===== src/sv/tdf_pkg.sv =====
// tdf_pkg: shared types and constants for the duplicate word filter
// no dependencies
package tdf_pkg;

    localparam int DefMaxWords     = 32;
    localparam int DefMaxWordLen   = 16;
    localparam int DefMaxStringLen = 512;
    localparam int RowBytes        = 16;

    localparam logic [7:0] CH_COMMA   = 8'd44;
    localparam logic [7:0] CH_NEWLINE = 8'd10;
    localparam logic [7:0] CH_DOT     = 8'd46;
    localparam logic [7:0] CH_UPPER_A = 8'd65;
    localparam logic [7:0] CH_UPPER_Z = 8'd90;
    localparam logic [7:0] CH_LOWER_A = 8'd97;
    localparam logic [7:0] CH_LOWER_Z = 8'd122;
    localparam logic [7:0] CH_DIGIT_0 = 8'd48;
    localparam logic [7:0] CH_DIGIT_9 = 8'd57;

    localparam logic [2:0] ST_OK        = 3'd0;
    localparam logic [2:0] ST_BAD_SYM   = 3'd1;
    localparam logic [2:0] ST_DOT       = 3'd2;
    localparam logic [2:0] ST_TOO_LONG  = 3'd3;
    localparam logic [2:0] ST_WORD_LONG = 3'd4;
    localparam logic [2:0] ST_MANY      = 3'd5;
    localparam logic [2:0] ST_NO_WORDS  = 3'd6;

    typedef struct packed {
        logic [7:0] out_char;
        logic [2:0] status;
        logic       last;
    } res_t;

    // command from front to back: a finished word, possibly with the end of string, or an error
    typedef struct packed {
        logic [RowBytes*8-1:0] word;
        logic [4:0]            len;
        logic                  has_word;
        logic                  fin;
        logic                  err;
        logic [2:0]            err_code;
    } cmd_t;

    function automatic logic is_word_char(input logic [7:0] c);
        return c == CH_NEWLINE || (c >= CH_UPPER_A && c <= CH_UPPER_Z) ||
               (c >= CH_LOWER_A && c <= CH_LOWER_Z) || (c >= CH_DIGIT_0 && c <= CH_DIGIT_9);
    endfunction

endpackage


===== src/sv/tdf_if.sv =====
// tdf_in_if, tdf_out_if: valid/ready channels of the filter
// depends on tdf_pkg
interface tdf_in_if;
    import tdf_pkg::*;
    logic       valid;
    logic       ready;
    logic [7:0] symbol;
    logic       final_req;
    modport source (output valid, symbol, final_req, input ready);
    modport sink (input valid, symbol, final_req, output ready);
endinterface

interface tdf_out_if;
    import tdf_pkg::*;
    logic       valid;
    logic       ready;
    logic [7:0] out_char;
    logic [2:0] status;
    logic       last;
    modport source (output valid, out_char, status, last, input ready);
    modport sink (input valid, out_char, status, last, output ready);
endinterface


===== src/sv/tdf_front.sv =====
// tdf_front: checks characters, collects words, counts words, issues word and error commands
// depends on tdf_pkg, tdf_if
module tdf_front
    import tdf_pkg::*;
#(
    parameter int MAX_WORDS      = DefMaxWords,
    parameter int MAX_WORD_LEN   = DefMaxWordLen,
    parameter int MAX_STRING_LEN = DefMaxStringLen
)
(
    input  logic          clk,
    input  logic          rst_n,
    tdf_in_if.sink        in_ch,
    output logic          cmd_valid,
    output cmd_t          cmd,
    input  logic          cmd_ready
);
    localparam int CW = $clog2(MAX_STRING_LEN + 1);
    localparam int NW = $clog2(MAX_WORDS + 1);

    logic [RowBytes*8-1:0] word_reg, word_next;
    logic [4:0]            len_reg, len_next;
    logic [CW-1:0]         cc_reg, cc_next;
    logic [NW-1:0]         wc_reg, wc_next;
    logic                  disc_reg, disc_next;
    logic                  acc, c_word, c_comma, c_dot, send;
    logic [7:0]            c;

    assign c       = in_ch.symbol;
    assign c_word  = is_word_char(c);
    assign c_comma = c == CH_COMMA;
    assign c_dot   = c == CH_DOT;
    assign in_ch.ready = cmd_ready;
    assign acc = in_ch.valid && in_ch.ready;
    assign cmd_valid = acc && send;

    always_comb
    begin
        word_next = word_reg;
        len_next  = len_reg;
        cc_next   = cc_reg;
        wc_next   = wc_reg;
        disc_next = disc_reg;
        send      = 1'b0;
        cmd.word     = word_reg;
        cmd.len      = len_reg;
        cmd.has_word = len_reg != 5'd0;
        cmd.fin      = in_ch.final_req;
        cmd.err      = 1'b0;
        cmd.err_code = ST_OK;
        if (acc)
        begin
            if (disc_reg)
            begin
                if (in_ch.final_req)
                begin
                    disc_next = 1'b0;
                end
            end
            else
            begin
                send = 1'b1;
                cmd.err = 1'b1;
                if (!(c_word || c_comma || c_dot))
                    cmd.err_code = ST_BAD_SYM;
                else if (cc_reg >= CW'(MAX_STRING_LEN))
                    cmd.err_code = ST_TOO_LONG;
                else if (c_dot != in_ch.final_req)
                    cmd.err_code = ST_DOT;
                else if (c_word && len_reg >= 5'(MAX_WORD_LEN))
                    cmd.err_code = ST_WORD_LONG;
                else if (!c_word && len_reg != 5'd0 && wc_reg >= NW'(MAX_WORDS))
                    cmd.err_code = ST_MANY;
                else
                begin
                    cmd.err = 1'b0;
                    if (c_word)
                    begin
                        send = 1'b0;
                        word_next[len_reg[3:0]*8 +: 8] = c;
                        len_next = len_reg + 5'd1;
                        cc_next  = cc_reg + CW'(1);
                    end
                    else
                    begin
                        word_next = '0;
                        len_next  = '0;
                        cc_next   = c_dot ? '0 : cc_reg + CW'(1);
                        if (c_dot)
                            wc_next = '0;
                        else if (len_reg != 5'd0)
                            wc_next = wc_reg + NW'(1);
                    end
                end
                if (cmd.err)
                begin
                    word_next = '0;
                    len_next  = '0;
                    cc_next   = '0;
                    wc_next   = '0;
                    disc_next = !in_ch.final_req;
                end
            end
        end
    end

    always_ff @(posedge clk or negedge rst_n)
    begin
        if (!rst_n)
        begin
            word_reg <= '0;
            len_reg  <= '0;
            cc_reg   <= '0;
            wc_reg   <= '0;
            disc_reg <= 1'b0;
        end
        else
        begin
            word_reg <= word_next;
            len_reg  <= len_next;
            cc_reg   <= cc_next;
            wc_reg   <= wc_next;
            disc_reg <= disc_next;
        end
    end
endmodule


===== src/sv/tdf_queue.sv =====
// tdf_queue: two-entry command queue between front and back
// depends on tdf_pkg
module tdf_queue
    import tdf_pkg::*;
(
    input  logic clk,
    input  logic rst_n,
    input  logic in_valid,
    input  cmd_t in_cmd,
    output logic in_ready,
    output logic out_valid,
    output cmd_t out_cmd,
    input  logic out_ready
);
    cmd_t       mem_reg [2];
    logic       wp_reg, rp_reg;
    logic [1:0] cnt_reg;
    logic       push, pop;

    assign in_ready  = cnt_reg != 2'd2;
    assign out_valid = cnt_reg != 2'd0;
    assign out_cmd   = mem_reg[rp_reg];
    assign push = in_valid && in_ready;
    assign pop  = out_valid && out_ready;

    always_ff @(posedge clk)
    begin
        if (push)
            mem_reg[wp_reg] <= in_cmd;
    end

    always_ff @(posedge clk or negedge rst_n)
    begin
        if (!rst_n)
        begin
            wp_reg  <= 1'b0;
            rp_reg  <= 1'b0;
            cnt_reg <= '0;
        end
        else
        begin
            if (push)
                wp_reg <= !wp_reg;
            if (pop)
                rp_reg <= !rp_reg;
            cnt_reg <= cnt_reg + {1'b0, push} - {1'b0, pop};
        end
    end
endmodule


===== src/sv/tdf_back.sv =====
// tdf_back: word table scan, storage and result sequencing
// depends on tdf_pkg, tdf_if
module tdf_back
    import tdf_pkg::*;
#(
    parameter int MAX_WORDS = DefMaxWords
)
(
    input  logic      clk,
    input  logic      rst_n,
    input  logic      cmd_valid,
    input  cmd_t      cmd,
    output logic      cmd_ready,
    tdf_out_if.source out_ch
);
    localparam int AW = (MAX_WORDS > 1) ? $clog2(MAX_WORDS) : 1;
    localparam int NW = $clog2(MAX_WORDS + 1);

    typedef enum logic [5:0] {
        S_IDLE = 6'b000001,
        S_SCAN = 6'b000010,
        S_CMP  = 6'b000100,
        S_EMIT = 6'b001000,
        S_END  = 6'b010000,
        S_ONE  = 6'b100000
    } state_t;

    logic [RowBytes*8-1:0] table_mem [MAX_WORDS];
    logic [RowBytes*8-1:0] rd_reg;

    state_t          state_reg, state_next;
    cmd_t            cur_reg, cur_next;
    logic [NW-1:0]   uc_reg, uc_next, wc_reg, wc_next, idx_reg, idx_next;
    logic [4:0]      pos_reg, pos_next;
    logic            comma_reg, comma_next;
    logic            ov_reg, ov_next;
    res_t            res_reg, res_next;
    logic            rd_en, wr_en;
    logic            free;

    assign free = !ov_reg || out_ch.ready;
    assign out_ch.valid    = ov_reg;
    assign out_ch.out_char = res_reg.out_char;
    assign out_ch.status   = res_reg.status;
    assign out_ch.last     = res_reg.last;
    assign cmd_ready = state_reg == S_IDLE;

    always_ff @(posedge clk)
    begin
        if (rd_en)
            rd_reg <= table_mem[idx_reg[AW-1:0]];
        if (wr_en)
            table_mem[uc_reg[AW-1:0]] <= cur_reg.word;
    end

    always_comb
    begin
        state_next = state_reg;
        cur_next   = cur_reg;
        uc_next    = uc_reg;
        wc_next    = wc_reg;
        idx_next   = idx_reg;
        pos_next   = pos_reg;
        comma_next = comma_reg;
        ov_next    = ov_reg && !out_ch.ready;
        res_next   = res_reg;
        rd_en      = 1'b0;
        wr_en      = 1'b0;
        case (state_reg)
            S_IDLE:
            begin
                if (cmd_valid)
                begin
                    cur_next = cmd;
                    idx_next = '0;
                    if (cmd.err)
                        state_next = S_ONE;
                    else if (!cmd.has_word)
                        state_next = S_END;
                    else if (wc_reg >= NW'(MAX_WORDS))
                        state_next = S_ONE;
                    else
                        state_next = S_SCAN;
                end
            end
            S_SCAN:
            begin
                if (idx_reg < uc_reg)
                begin
                    rd_en      = 1'b1;
                    state_next = S_CMP;
                end
                else
                begin
                    wc_next = wc_reg + NW'(1);
                    if (uc_reg < NW'(MAX_WORDS))
                    begin
                        wr_en      = 1'b1;
                        uc_next    = uc_reg + NW'(1);
                        comma_next = uc_reg != '0;
                        pos_next   = '0;
                        state_next = S_EMIT;
                    end
                    else
                        state_next = S_END;
                end
            end
            S_CMP:
            begin
                if (rd_reg == cur_reg.word)
                begin
                    wc_next    = wc_reg + NW'(1);
                    state_next = S_END;
                end
                else
                begin
                    idx_next   = idx_reg + NW'(1);
                    state_next = S_SCAN;
                end
            end
            S_EMIT:
            begin
                if (free)
                begin
                    ov_next = 1'b1;
                    if (comma_reg)
                    begin
                        res_next   = '{CH_COMMA, ST_OK, 1'b0};
                        comma_next = 1'b0;
                    end
                    else
                    begin
                        res_next = '{cur_reg.word[pos_reg[3:0]*8 +: 8], ST_OK, 1'b0};
                        pos_next = pos_reg + 5'd1;
                        if (pos_reg + 5'd1 >= cur_reg.len)
                            state_next = S_END;
                    end
                end
            end
            S_END:
            begin
                if (!cur_reg.fin)
                    state_next = S_IDLE;
                else if (free)
                begin
                    ov_next = 1'b1;
                    uc_next = '0;
                    wc_next = '0;
                    state_next = S_IDLE;
                    if (uc_reg == '0)
                        res_next = '{8'd0, ST_NO_WORDS, 1'b1};
                    else
                        res_next = '{CH_DOT, ST_OK, 1'b1};
                end
            end
            S_ONE:
            begin
                if (free)
                begin
                    ov_next    = 1'b1;
                    res_next   = '{8'd0, cur_reg.err ? cur_reg.err_code : ST_MANY, 1'b1};
                    uc_next    = '0;
                    wc_next    = '0;
                    state_next = S_IDLE;
                end
            end
            default:
            begin
                state_next = S_IDLE;
            end
        endcase
    end

    always_ff @(posedge clk or negedge rst_n)
    begin
        if (!rst_n)
        begin
            state_reg <= S_IDLE;
            uc_reg    <= '0;
            wc_reg    <= '0;
            idx_reg   <= '0;
            pos_reg   <= '0;
            comma_reg <= 1'b0;
            ov_reg    <= 1'b0;
        end
        else
        begin
            state_reg <= state_next;
            uc_reg    <= uc_next;
            wc_reg    <= wc_next;
            idx_reg   <= idx_next;
            pos_reg   <= pos_next;
            comma_reg <= comma_next;
            ov_reg    <= ov_next;
        end
    end

    always_ff @(posedge clk)
    begin
        cur_reg <= cur_next;
        res_reg <= res_next;
    end
endmodule


===== src/sv/token_dedup_filter.sv =====
// token_dedup_filter: top level of the streaming duplicate word filter
// depends on tdf_pkg, tdf_if, tdf_front, tdf_queue, tdf_back
// Word characters are taken one per cycle. A comma or the closing dot hands the word to
// the back end through a two-entry queue; the back end compares it against the stored
// words with one table read per S_SCAN/S_CMP pair, then sends the comma and the word
// bytes one beat per cycle while the output is ready, and the dot or error beat last.
// Input stalls only while the queue is full.
module token_dedup_filter
    import tdf_pkg::*;
#(
    parameter int MAX_WORDS      = DefMaxWords,
    parameter int MAX_WORD_LEN   = DefMaxWordLen,
    parameter int MAX_STRING_LEN = DefMaxStringLen
)
(
    input logic       clk,
    input logic       rst_n,
    tdf_in_if.sink    in_ch,
    tdf_out_if.source out_ch
);
    logic f_valid, f_ready, b_valid, b_ready;
    cmd_t f_cmd, b_cmd;

    tdf_front #(
        .MAX_WORDS(MAX_WORDS),
        .MAX_WORD_LEN(MAX_WORD_LEN),
        .MAX_STRING_LEN(MAX_STRING_LEN)
    ) u_front (
        .clk(clk), .rst_n(rst_n), .in_ch(in_ch),
        .cmd_valid(f_valid), .cmd(f_cmd), .cmd_ready(f_ready)
    );

    tdf_queue u_queue (
        .clk(clk), .rst_n(rst_n),
        .in_valid(f_valid), .in_cmd(f_cmd), .in_ready(f_ready),
        .out_valid(b_valid), .out_cmd(b_cmd), .out_ready(b_ready)
    );

    tdf_back #(.MAX_WORDS(MAX_WORDS)) u_back (
        .clk(clk), .rst_n(rst_n),
        .cmd_valid(b_valid), .cmd(b_cmd), .cmd_ready(b_ready), .out_ch(out_ch)
    );
endmodule


===== src/flat_wrapper.sv =====
// flat-port wrapper written by rule: the top's interface ports become plain ports
module token_dedup_filter_flat import tdf_pkg::*;
#(
    parameter int MAX_WORDS      = DefMaxWords,
    parameter int MAX_WORD_LEN   = DefMaxWordLen,
    parameter int MAX_STRING_LEN = DefMaxStringLen
)
  (clk, rst_n, in_ch_valid, in_ch_symbol, in_ch_final_req, in_ch_ready, out_ch_valid, out_ch_out_char, out_ch_status, out_ch_last, out_ch_ready);
  tdf_in_if in_ch_i ();
  tdf_out_if out_ch_i ();
  input logic clk;
  input logic rst_n;
  input wire logic [$bits(in_ch_i.valid)-1:0] in_ch_valid;
  input wire logic [$bits(in_ch_i.symbol)-1:0] in_ch_symbol;
  input wire logic [$bits(in_ch_i.final_req)-1:0] in_ch_final_req;
  output wire logic [$bits(in_ch_i.ready)-1:0] in_ch_ready;
  output wire logic [$bits(out_ch_i.valid)-1:0] out_ch_valid;
  output wire logic [$bits(out_ch_i.out_char)-1:0] out_ch_out_char;
  output wire logic [$bits(out_ch_i.status)-1:0] out_ch_status;
  output wire logic [$bits(out_ch_i.last)-1:0] out_ch_last;
  input wire logic [$bits(out_ch_i.ready)-1:0] out_ch_ready;
  assign in_ch_i.valid = in_ch_valid;
  assign in_ch_i.symbol = in_ch_symbol;
  assign in_ch_i.final_req = in_ch_final_req;
  assign in_ch_ready = in_ch_i.ready;
  assign out_ch_valid = out_ch_i.valid;
  assign out_ch_out_char = out_ch_i.out_char;
  assign out_ch_status = out_ch_i.status;
  assign out_ch_last = out_ch_i.last;
  assign out_ch_i.ready = out_ch_ready;
  token_dedup_filter #(.MAX_WORDS(MAX_WORDS), .MAX_WORD_LEN(MAX_WORD_LEN), .MAX_STRING_LEN(MAX_STRING_LEN)) u_core (.clk(clk), .rst_n(rst_n), .in_ch(in_ch_i), .out_ch(out_ch_i));
endmodule

===== config.mk =====
export PLATFORM = sky130hd
export DESIGN_NAME = token_dedup_filter_flat
export DESIGN_NICKNAME = d
export VERILOG_FILES = /design/src/sv/tdf_pkg.sv /design/src/sv/tdf_if.sv /design/src/sv/tdf_front.sv /design/src/sv/tdf_queue.sv /design/src/sv/tdf_back.sv /design/src/sv/token_dedup_filter.sv /design/src/flat_wrapper.sv
export SDC_FILE = /design/constraint.sdc
export NUM_CORES = 2
export LEC_CHECK = 0
export ABC_AREA = 1
export BUFFER_PORTS_ARGS = -buffer_cell sky130_fd_sc_hd__buf_2
export CAP_MARGIN = 20
export CORE_AREA = 2 2 853 855
export DETAILED_ROUTE_END_ITERATION = 6
export DIE_AREA = 0 0 855 857
export HOLD_SLACK_MARGIN = 0.02
export PLACE_DENSITY_LB_ADDON = 0.25
export SLEW_MARGIN = 20
export SYNTH_ARGS = -nofsm -noshare
export SYNTH_HDL_FRONTEND = slang
export SYNTH_MEMORY_MAX_BITS = 65536
export SYNTH_SLANG_ARGS = --single-unit

===== constraint.sdc =====
create_clock -name clk -period 10.1 [get_ports clk]
set_clock_uncertainty 0.05 [all_clocks]
set_input_delay 1.515 -clock clk [delete_from_list [all_inputs] [get_ports clk]]
set_output_delay 1.515 -clock clk [all_outputs]
set_load 0.02 [all_outputs]

==> load_flow_metrics.sql <==
INSERT INTO impl_metrics (metric_group, metric, value, unit) VALUES
('grt', 'grt_pass1_wl', '898.3', 'mm'),
('logic_synthesis', 'netlist_instances', '13718', ''),
('drt', 'vias', '118712', ''),
('logic_synthesis', 'synth_top_area_share', '0.7449', ''),
('clock_network', 'post-cts-setup-buffer-count', '0', ''),
('floorplan', 'total_i_o_pin_count', '27', ''),
('grt', 'groute.layer.met2.usage', '0.2770', ''),
('floorplan', 'rows', '313', ''),
('grt', 'grt_pass1_vias', '114625', ''),
('clock_network', 'cts_buffers', '478', ''),
('placed_design', 'gp_congestion', '0.8306', ''),
('logic_synthesis', 'synth_adder_area_share', '0.002002', ''),
('worst_setup_path', 'worst_path_largest_cell_delay', '800', 'ps'),
('finish', 'design.final.nets', '13717', ''),
('worst_setup_path', 'end_kind', 'flop', ''),
('clock_network', 'cts.sink_count', '4837', ''),
('worst_setup_path', 'cp_cell_sequence', 'inv_8, buf_12, buf_4, buf_4, buf_4, o21ai_0, o22ai_1, nand2_1, nand3_1, a31oi_1, a31oi_1', ''),
('logic_synthesis', 'synth_area', '187500', 'µm²'),
('finish', 'largest_reg_flops', '4096', ''),
('outcome', 'outcome', 'finished, final reports clean', ''),
('worst_setup_path', 'critPathSlowestCell', 'sky130_fd_sc_hd__buf_4', ''),
('worst_setup_path', 'worst-endpoint-required', '10920', 'ps'),
('run', 'cap_viol_max_count', '0', ''),
('logic_synthesis', 'synthXorXnorAreaFrac', '0.005651', ''),
('grt', 'busiest_layer', 'met2', ''),
('worst_setup_path', 'timing.critical_path.fanout_max', '171', ''),
('logic_synthesis', 'yosys-mux-area-fraction', '0.008346', ''),
('clock_network', 'clock_tree.buffer_depth', '4', ''),
('logic_synthesis', 'post-synth-top-area-cell', 'sky130_fd_sc_hd__edfxtp_1', ''),
('logic_synthesis', 'postSynth.topFlopCell', 'sky130_fd_sc_hd__edfxtp_1', ''),
('clock_network', 'clk_pin_slew_worst_paths', '70', 'ps'),
('drt', 'detailed_routing_iterations_pass_1', '5', ''),
('finish', 'drive_above_1_share', '0.08909', ''),
('logic_synthesis', 'yosys.area_share.simple', '0.07683', ''),
('grt', 'antenna_found_initial', '31', ''),
('floorplan', 'floorplan.die_area', '732700', 'µm²'),
('logic_synthesis', 'synth.cells.most_frequent', 'sky130_fd_sc_hd__edfxtp_1 (4,652), sky130_fd_sc_hd__nor2_1 (2,462), sky130_fd_sc_hd__o21ai_0 (2,300)', ''),
('logic_synthesis', 'synth_area_in_compound_gates', '0.1150', ''),
('grt', 'global_route.usage.met1', '0.2334', ''),
('grt', 'grt.met3_usage', '0.02149', ''),
('drt', 'routed_length_per_instance', '27.02', 'µm'),
('grt', 'pin_count_of_the_biggest_net_entering_global_routing', '176', ''),
('pwr', 'peakVddDrop', '0.4054', 'mV'),
('logic_synthesis', 'synth_edf_count', '4652', ''),
('logic_synthesis', 'synth_top_cells_by_area', 'sky130_fd_sc_hd__edfxtp_1 (74%), sky130_fd_sc_hd__o21ai_0 (6.1%), sky130_fd_sc_hd__nor2_1 (4.9%)', ''),
('hold_path', 'hold_class', 'primary input to async pin', ''),
('grt', 'globalRouteTotalUtil', '0.1676', ''),
('worst_setup_path', 'timing.critical_path.buf_inv', '5', ''),
('clock_network', 'clock_insertion_delay_worst_skew', '1090', 'ps'),
('clock_network', 'clk_root_buffer_cell', 'sky130_fd_sc_hd__clkbuf_16', ''),
('clock_network', 'cts_resized', '0', ''),
('logic_synthesis', 'ys_async_sr_fraction', '0.03825', ''),
('worst_setup_path', 'path_common_cell', 'sky130_fd_sc_hd__buf_4', ''),
('logic_synthesis', 'synth.most_common_cell', 'sky130_fd_sc_hd__edfxtp_1', ''),
('floorplan', 'floorplan.initialDensity', '0.2590', ''),
('floorplan', 'core-area', '724100', 'µm²'),
('drt', 'postRouteWirelength', '640.1', 'mm'),
('sta', 'timing.final.max_slew_violations', '0', ''),
('logic_synthesis', 'synthesis.area_per_instance', '13.67', 'µm²'),
('logic_synthesis', 'syn_nets', '13761', ''),
('sta', 'period_share', '0.5938', ''),
('sta', 'slew_headroom', '0.1934', ''),
('sta', 'worst_pin_slew', '1210', 'ps'),
('logic_synthesis', 'synth.lib_cells_used.distinct', '42', ''),
('sta', 'hold_violations', '0', ''),
('floorplan', 'die_y', '857', 'µm'),
('logic_synthesis', 'seq_area_frac_synth', '0.7696', ''),
('drt', 'drt_iter0_drc', '12799', ''),
('logic_synthesis', 'yosys_register_bits', '4837', ''),
('pwr', 'power.leakage', '68.16', 'nW'),
('finish', 'layout_overhead_on_the_synthesized_area', '14.71', '%');
[stage by stage]
stage | power, mW | instance area, µm² | hold slack [ps] | setup WS (ps) | instances
after floorplan | 31.34 | 187500 | 384.1 | 915.2 | 13718
after global placement | 35.73 | 199600 | 392.2 | 4217 | 22786
after detailed placement | 35.79 | 199800 | 395.3 | 4255 | 22797
after CTS | 53.32 | 215000 | 326.7 | 4176 | 23678
after global routing | 54.86 | 215100 | 364.8 | 3735 | 23683
final | 53.02 | 215100 | 361.0 | 4103 | 23692
[worst register-to-register path: stages (launching register included)]
cell	delay [ps]
sky130_fd_sc_hd__dfrtp_4	750
sky130_fd_sc_hd__inv_8	590
sky130_fd_sc_hd__buf_12	510
sky130_fd_sc_hd__buf_4	1230
sky130_fd_sc_hd__buf_4	870
sky130_fd_sc_hd__buf_4	820
sky130_fd_sc_hd__o21ai_0	290
sky130_fd_sc_hd__o22ai_1	170
sky130_fd_sc_hd__nand2_1	80
sky130_fd_sc_hd__nand3_1	110
sky130_fd_sc_hd__a31oi_1	90
sky130_fd_sc_hd__a31oi_1	220
[placed cells by master (no fill, tap or decap), types with 179 or more instances in the layout]
| cell | count |
|---|---|
| sky130_fd_sc_hd__clkbuf_16 | 484 |
| sky130_fd_sc_hd__edfxtp_1 | 4652 |
| sky130_fd_sc_hd__nor2_1 | 2423 |
| sky130_fd_sc_hd__o22ai_1 | 735 |
| sky130_fd_sc_hd__o21ai_0 | 2300 |
| sky130_fd_sc_hd__nand3_1 | 231 |
| sky130_fd_sc_hd__a31oi_1 | 206 |
| sky130_fd_sc_hd__inv_1 | 179 |
| sky130_fd_sc_hd__a21oi_1 | 179 |
| sky130_fd_sc_hd__buf_4 | 293 |
| sky130_fd_sc_hd__o221ai_1 | 276 |
| sky130_fd_sc_hd__nand2_1 | 880 |
[per-layer routing]
| metal | share of wire | up-vias | routed length (µm) |
|---|---|---|---|
| li1 | - | 51219 | - |
| met1 | 0.44 | 62626 | 282800 |
| met2 | 0.47 | 4021 | 303400 |
| met3 | 0.057 | 836 | 36650 |
| met4 | 0.027 | 10 | 17180 |
| met5 | 0.00010 | - | 66 |
[worst paths after layout]
path                                                                from                                        to  slack, ps  depth (start not counted)
worst max-delay path                u_core.u_back.idx_reg[0]$_DFFE_PN0P_        u_core.u_back.rd_reg[95]$_DFFE_PP_       4100                         11
worst min-delay path                                               rst_n      u_core.u_front.wc_reg[0]$_DFFE_PN0P_        360                          1
min in group clk                u_core.u_front.word_reg[111]$_DFFE_PN0P_  u_core.u_queue.mem_reg[0][122]$_DFFE_PP_        390                          0
max in group asynchronous                                          rst_n      u_core.u_back.pos_reg[0]$_DFFE_PN0P_       8110                          2
worst min register to register  u_core.u_front.word_reg[111]$_DFFE_PN0P_  u_core.u_queue.mem_reg[0][122]$_DFFE_PP_        390                          0
worst max register to register      u_core.u_back.idx_reg[0]$_DFFE_PN0P_        u_core.u_back.rd_reg[95]$_DFFE_PP_       4100                         11
[cell type report]
type                            instances  area (µm²)
Fill cell                           72357      509000
Sequential cell                      4837      144300
Multi-Input combinational cell       7788       39290
Clock buffer                          628       12850
Tap cell                             9607       12020
Timing Repair Buffer                  378        3493
Clock inverter                        253        2335
Inverter                              191       762.0
Antenna cell                           10       25.02
[power by group]
| group | internal [mW] | total [mW] | leakage [nW] | switching, mW |
|---|---|---|---|---|
| registers | 25.4 | 26.0 | 44.5 | 0.589 |
| clock network | 9.74 | 17.6 | 7.40 | 7.88 |
| logic | 1.94 | 9.37 | 16.2 | 7.43 |
| total | 37.1 | 53.0 | 68.2 | 15.9 |
[cell families (layout without fill, tap and decap cells)]
group / count (synthesis) / count (layout)
other cells: 0 / 10
compound gates: 3808 / 3808
flops: 4837 / 4837
buf+inv: 1093 / 1450
simple gates: 3690 / 3690
mux: 139 / 139
xor+xnor: 121 / 121
fa+ha+maj: 30 / 30
Power figures use the tool's default switching activity.
